**config.mk**
```make
export PLATFORM = sky130hd
export DESIGN_NAME = bal_ctrl
export DESIGN_NICKNAME = d
export VERILOG_FILES = /design/src/sv/bal_pkg.sv /design/src/sv/bal_ctrl.sv
export SDC_FILE = /design/constraint.sdc
export NUM_CORES = 1
export LEC_CHECK = 0
export BUFFER_PORTS_ARGS = -buffer_cell sky130_fd_sc_hd__buf_2
export CAP_MARGIN = 0
export CORE_AREA = 5 5 46 52
export DETAILED_ROUTE_END_ITERATION = 6
export DIE_AREA = 0 0 51 57
export PLACE_DENSITY = 0.78
export RECOVER_POWER = 100
export SETUP_SLACK_MARGIN = 0.2
export SYNTH_ARGS = -nofsm -noshare
export SYNTH_HDL_FRONTEND = slang
export SYNTH_SLANG_ARGS = --single-unit
```
**constraint.sdc**
```tcl
create_clock -name clk -period 4.71 [get_ports clk]
set_clock_uncertainty 0.2 [all_clocks]
set_input_delay 0.942 -clock clk [delete_from_list [all_inputs] [get_ports clk]]
set_output_delay 0.942 -clock clk [all_outputs]
set_load 0.05 [all_outputs]
```
**src/sv/bal_pkg.sv**
```systemverilog
// Shared types and constants for the buddy allocator unit.
// Used by bal_ctrl, bal_datapath and buddy_allocator_unit; depends on nothing.
package bal_pkg;

  localparam int OP_W    = 2;
  localparam int REQ_W   = 9;
  localparam int OFS_W   = 9;
  localparam int ST_W    = 2;
  localparam int GRANT_W = 8;
  localparam int BLK_W   = 9;
  localparam int NEED_W  = 10;

  localparam logic [OP_W-1:0] OP_ALLOC = 2'd0;
  localparam logic [OP_W-1:0] OP_FREE  = 2'd1;
  localparam logic [OP_W-1:0] OP_QUERY = 2'd2;

  localparam logic [ST_W-1:0] ST_OK      = 2'd0;
  localparam logic [ST_W-1:0] ST_NOSPACE = 2'd1;
  localparam logic [ST_W-1:0] ST_BADOFS  = 2'd2;

  // Commands from the controller to the datapath.
  typedef struct packed {
    logic            load;
    logic            clr_step;
    logic            rd_node;
    logic            rd_left;
    logic            rd_sib;
    logic            descend;
    logic            climb;
    logic            mark;
    logic            merge;
    logic            finish;
    logic [ST_W-1:0] fin_status;
  } ctl_cmd_t;

  // Status from the datapath to the controller.
  typedef struct packed {
    logic fits;
    logic at_need;
    logic is_zero;
    logic at_root;
    logic clr_last;
    logic ofs_ok;
    logic op_query;
  } dp_stat_t;

  // Smallest power of two not below the request; a request of zero counts as one.
  function automatic logic [NEED_W-1:0] round_up_pow2(input logic [REQ_W-1:0] req);
    logic [NEED_W-1:0] r;
    logic [NEED_W-1:0] p;
    r = (req == '0) ? NEED_W'(1) : NEED_W'(req);
    p = NEED_W'(1) << (NEED_W - 1);
    for (int i = NEED_W - 1; i >= 0; i--) begin
      if ((NEED_W'(1) << i) >= r) begin
        p = NEED_W'(1) << i;
      end
    end
    return p;
  endfunction

endpackage

```
**src/sv/bal_ctrl.sv**
```systemverilog
// Sequencing state machine of the buddy allocator unit.
// Depends on bal_pkg; drives the command struct of bal_datapath.
module bal_ctrl
  import bal_pkg::*;
(
  input  logic            clk,
  input  logic            rst,
  input  logic            start,
  input  logic [OP_W-1:0] opcode,
  input  dp_stat_t        stat,
  output ctl_cmd_t        cmd,
  output logic            busy
);

  typedef enum logic [10:0] {
    S_CLEAR  = 11'b000_0000_0001,
    S_IDLE   = 11'b000_0000_0010,
    S_A_RD   = 11'b000_0000_0100,
    S_A_ROOT = 11'b000_0000_1000,
    S_A_STEP = 11'b000_0001_0000,
    S_A_DESC = 11'b000_0010_0000,
    S_F_RD   = 11'b000_0100_0000,
    S_F_CHK  = 11'b000_1000_0000,
    S_MARK   = 11'b001_0000_0000,
    S_UP_CHK = 11'b010_0000_0000,
    S_UP_MRG = 11'b100_0000_0000
  } state_t;

  state_t state, state_next;

  always_ff @(posedge clk) begin
    if (rst) begin
      state <= S_CLEAR;
    end else begin
      state <= state_next;
    end
  end

  assign busy = (state != S_IDLE);

  always_comb begin
    state_next = state;
    cmd = '0;
    cmd.fin_status = ST_OK;
    case (state)
      S_CLEAR: begin
        cmd.clr_step = 1'b1;
        if (stat.clr_last) begin
          state_next = S_IDLE;
        end
      end
      S_IDLE: begin
        if (start) begin
          case (opcode)
            OP_ALLOC: begin
              cmd.load = 1'b1;
              state_next = S_A_RD;
            end
            OP_FREE, OP_QUERY: begin
              if (stat.ofs_ok) begin
                cmd.load = 1'b1;
                state_next = S_F_RD;
              end else begin
                cmd.finish = 1'b1;
                cmd.fin_status = ST_BADOFS;
              end
            end
            default: begin
              cmd.finish = 1'b1;
              cmd.fin_status = ST_BADOFS;
            end
          endcase
        end
      end
      S_A_RD: begin
        cmd.rd_node = 1'b1;
        state_next = S_A_ROOT;
      end
      S_A_ROOT: begin
        if (stat.fits) begin
          state_next = S_A_STEP;
        end else begin
          cmd.finish = 1'b1;
          cmd.fin_status = ST_NOSPACE;
          state_next = S_IDLE;
        end
      end
      S_A_STEP: begin
        if (stat.at_need) begin
          state_next = S_MARK;
        end else begin
          cmd.rd_left = 1'b1;
          state_next = S_A_DESC;
        end
      end
      S_A_DESC: begin
        cmd.descend = 1'b1;
        state_next = S_A_STEP;
      end
      S_F_RD: begin
        cmd.rd_node = 1'b1;
        state_next = S_F_CHK;
      end
      S_F_CHK: begin
        if (stat.is_zero) begin
          if (stat.op_query) begin
            cmd.finish = 1'b1;
            cmd.fin_status = ST_OK;
            state_next = S_IDLE;
          end else begin
            state_next = S_MARK;
          end
        end else if (stat.at_root) begin
          cmd.finish = 1'b1;
          cmd.fin_status = ST_BADOFS;
          state_next = S_IDLE;
        end else begin
          cmd.climb = 1'b1;
          state_next = S_F_RD;
        end
      end
      S_MARK: begin
        cmd.mark = 1'b1;
        state_next = S_UP_CHK;
      end
      S_UP_CHK: begin
        if (stat.at_root) begin
          cmd.finish = 1'b1;
          cmd.fin_status = ST_OK;
          state_next = S_IDLE;
        end else begin
          cmd.rd_sib = 1'b1;
          state_next = S_UP_MRG;
        end
      end
      S_UP_MRG: begin
        cmd.merge = 1'b1;
        state_next = S_UP_CHK;
      end
      default: begin
        state_next = S_IDLE;
      end
    endcase
  end

  a_clear_exits_to_idle: assert property (@(posedge clk) disable iff (rst)
    (state == S_CLEAR && stat.clr_last) |=> (state == S_IDLE))
    else $error("clearing pass did not end after the last node");
  a_one_memory_op: assert property (@(posedge clk) disable iff (rst)
    $countones({cmd.clr_step, cmd.mark, cmd.merge}) <= 1)
    else $error("two tree writes commanded in one cycle");
  a_finish_leaves_work: assert property (@(posedge clk) disable iff (rst)
    (cmd.finish && state != S_IDLE) |=> (state == S_IDLE))
    else $error("controller kept working after finishing a word");

endmodule

```
# Word-level counts from Yosys, hierarchy flattened
# Cells that the tools add are included.
# op_classes
eq_ne	18
n_mux	35
n_reduce_logical	5
# op_table
cell	count
case mux 11 bit (10 select lines)	1
2-to-1 mux 11 bit	5
case mux 11 bit (2 select lines)	1
2-to-1 mux 3 bit	7
2-to-1 mux 9 bit	2
2-to-1 mux 1 bit	14
case mux 3 bit (4 select lines)	1
equality test 11 x 1 -> 1 bit, second input constant	1
equality test 11 x 10 -> 1 bit, second input constant	1
equality test 11 bit, second input constant	1
equality test 11 x 2 -> 1 bit, second input constant	1
equality test 11 x 3 -> 1 bit, second input constant	1
equality test 11 x 4 -> 1 bit, second input constant	1
equality test 11 x 5 -> 1 bit, second input constant	1
equality test 11 x 6 -> 1 bit, second input constant	1
equality test 11 x 7 -> 1 bit, second input constant	1
equality test 11 x 8 -> 1 bit, second input constant	1
equality test 11 x 9 -> 1 bit, second input constant	1
!= test 11 x 2 -> 1 bit, second input constant	1
2-to-1 mux 7 bit	1
case mux 3 bit (2 select lines)	1
OR reduction 2 bit	3
2-to-1 mux 5 bit	1
!= test 2 bit, second input constant	2
7 further kinds	7
# totals
register_bits	11
inputBits	12
out_inout_bits	13
word_cells	59

# Longest topological paths before layout
# logic_depth
word_depth	5
ltp_mapped	7
mapped_depth_nobuf	7

# Least setup slack after synthesis
# Ideal clock, no wire load.
# synth_path
path_type	register -> output
from	register state[4]
to	output cmd[11] in the netlist's numbering
t_arrival_ps	3157
required_ps	3568
slack_ps	411
stages_incl_launch_ff	7
n_path_buf	2
path_cell_list	dfxtp_1 buf_6 or4_1 buf_4 nor3_4 inv_1 nor4_1
# synth_rtl
item	line	rtl
start, declared	bal_ctrl.sv:29	state_t state, state_next;
start signal, assigned	bal_ctrl.sv:35	state <= state_next;
end, declared	bal_ctrl.sv:11	output ctl_cmd_t cmd,

==> impl_results.md <==
* Max Fclk at 0.250 GHz
* Total design power at 237 uW
* Combinational family with the most area after synthesis: simple AND/OR/NAND/NOR gates
* Antenna cells at 0
* Fin crit period at 4.00 ns
* Avg Cell Area, Syn at 8.45 sq um
* Yosys top cell area share at 23.5%
* Synth Area in XOR/XNOR at 3.73%
* Lkg Pwr at 0.389 nW
* Port bufs at 24
* Largest stage delay, worst path at 0.74 ns
* Crit Path Class: flop to output pin
* Crit Path Max Fanout at 10
* Critical Path RT at 3.57 ns
* Post-Route Utilization at 52.8%
* RePlAce Congestion at 0.826
* Wire length per cell at 14.8 um
* Initial core utilization at 49.6%
* Sequential cell area at 220 sq um
* Vias in the first global route at 902
* Post-DP HPWL at 1.71 mm
* DRT iter0 DRCs at 5
* Post-synth EDFFs at 0
* Post-Place Cells at 144
* Largest net degree at the start of global routing at 12
* Core ar. at 1890 sq um
* Cell taking the most area after synthesis: dfxtp_1
* Die outline width at 51 um
* Rows at 17
* CTS H-Tree Depth at 1
* Layout area overhead at 6.53%
* Hold Slack at 0.358 ns
* Vias after detailed routing at 903
* Max IR drop VDD at 0.133 mV
* DP Worst Slack at 1.43 ns
* Biggest regs: state (11)
* Final Instance Area at 1000 sq um
* Library cells used by synthesis at 40
* Synth Area in Simple Gates at 45.9%
* Synthesis Warnings at 0
* Share of flip-flops with an asynchronous set or reset at 0%
* Filler Cells Inserted at 199
* Post-Synth Adder-Cell Area at 2.67%
* Final #Nets at 144
* Clk root buf: clkbuf_4
* Total Routing Usage GR at 16.7%
* Ys flop type: dfxtp_1
* Power density over cell area at 237 nW/um^2
* Routed WL at 2.18 mm
* Most frequent cells in the layout: clkbuf_1, buf_2, dfxtp_1
* Final hold violations at 0
* Worst slew margin relative to its limit at 58.9%
* Full die area at 2910 sq um
* RSZ-0062 raised after global routing: no
* First-pass GRT wire length at 3.79 mm
* Die Ht at 57 um
* Seq cells post-synth at 11
* Fraction of layout cells with a size suffix above 1 at 24.8%
* Final ANT Viol Nets at 0
* Worst-margin pin slew at 0.618 ns
* Placed cell areas at 1020 sq um
* CTS Buf Count at 3
* Clock-pin slew on the worst setup and hold paths at 0.09 ns
* Period utilisation layout at 84.9%
* Clock Path Buffers at 2
* Vias per Instance at 6.10
* Hold crit path type: flop to flop
* CP delay by family, top: simple AND/OR/NAND/NOR gates
* TNS Setup at 0 ns
* Drt pass-1 iters at 4
* Mapped Area at 938 sq um
* Max-cap violations at 0
* Clock Sinks at 11
* Hold buffer count at CTS at 0
* I/O pin count at 25
* Final Max Tran Viols at 0
* GR Overflow Total at 0
* CTS tree: built
* CP Cell Sequence: or4_1 -> nor3_1 -> inv_1 -> nor4_1 -> clkbuf_1
* CTS resizes at 0
* CP Data Arrival Time at 2.86 ns
* Largest register FFs at 11
* Post-Synthesis Net Count at 125
* Final Setup Violations at 0
* Synth Instances at 111
* Crit path buffers/inverters at 2
* Status: finished clean
* Commonest non-fill, non-tap cell in the layout: clkbuf_1
* Post-synthesis sequential area ratio at 23.5%
* Crit-path slowest cell: or4_1
* Residual DRC at 0
* Complex-gate fraction of the synthesized area at 12.8%
* Post-Layout Cell Count at 148
* Largest Register: state
* Antenna violations before repair at 0
* Crit. End Element: output pin
* Fin worst setup slack at 0.709 ns
* Postcts setup bufs at 0
* Nature of the critical path startpoint: flop
* Mux contribution to synthesized area at 1.07%
* Skew-Pair Late Insertion Delay at 0.29 ns
* Top post-synthesis cells by area: dfxtp_1, nor3_2, nor4_1
* Area taken by multi-input logic gates at 591 sq um
synthesized netlist by cell type (2+ instances only):
| library cell | number |
|---|---|
| inv_1 | 9 |
| nor4b_1 | 4 |
| or3b_2 | 4 |
| nor3_2 | 4 |
| ha_1 | 2 |
| or3_4 | 2 |
| nor4_1 | 6 |
| nor4_2 | 2 |
| buf_6 | 2 |
| buf_2 | 6 |
| nand3_1 | 3 |
| xor2_1 | 2 |
| dfxtp_1 | 11 |
| xnor2_1 | 2 |
| nor3_1 | 3 |
| a31oi_1 | 3 |
| nor2_1 | 7 |
| nand2_1 | 4 |
| or4_1 | 4 |
| a21oi_1 | 4 |
| or4_4 | 3 |
| nor3b_2 | 2 |
| o21ai_0 | 5 |
logic make-up (layout without fill, tap and decap cells):
logic type | Yosys count | in the layout
XOR/XNOR | 4 | 4
AO/OA/AOI/OAI | 19 | 19
flip-flops | 11 | 11
adder cells (fa/ha/maj) | 2 | 2
buffers and inverters | 19 | 37
multiplexers | 1 | 1
AND/OR/NAND/NOR | 55 | 55
worst reg2reg max path, stage by stage (launching register included):
cell and delay (ns):
dfxtp_1 0.42, or4_1 0.74, nor3_1 0.55, o21ai_1 0.21, nand2_1 0.31, nor4_1 0.11
power by group:
part | internal (mW) | switching, mW | total [mW]
Sequential | 0.0954 | 0.00523 | 0.101
Clock | 0.0330 | 0.0394 | 0.0724
Combinational | 0.0228 | 0.0410 | 0.0638
final cells by class:
class | count | area share, %
multi-input cells | 81 | 59.1
inverters | 9 | 3.38
clock buffers | 4 | 2.63
repair buffers | 24 | 10.5
flip-flops and latches | 11 | 22.0
well taps | 19 | 2.38
final timing paths:
| check | endpoint | slack [ns] | depth (start not counted) | startpoint |
|---|---|---|---|---|
| hold reg to reg | state[7]$_SDFFE_PP0P_ | 0.36 | 2 | state[6]$_SDFFE_PP0P_ |
| hold / removal | state[7]$_SDFFE_PP0P_ | 0.36 | 2 | state[6]$_SDFFE_PP0P_ |
| setup reg to reg | state[8]$_SDFFE_PP0P_ | 2.06 | 5 | state[4]$_SDFFE_PP0P_ |
| setup / recovery | cmd[11] | 0.71 | 5 | state[4]$_SDFFE_PP0P_ |
layer usage:
layer  GRT usage [%]  share of wire [%]
met1            19.2                 44
met4            8.46                1.5
met2            29.1                 51
met3            3.13                3.6
met5               0                  0
No activity file was read; power rests on OpenSTA's default activity.
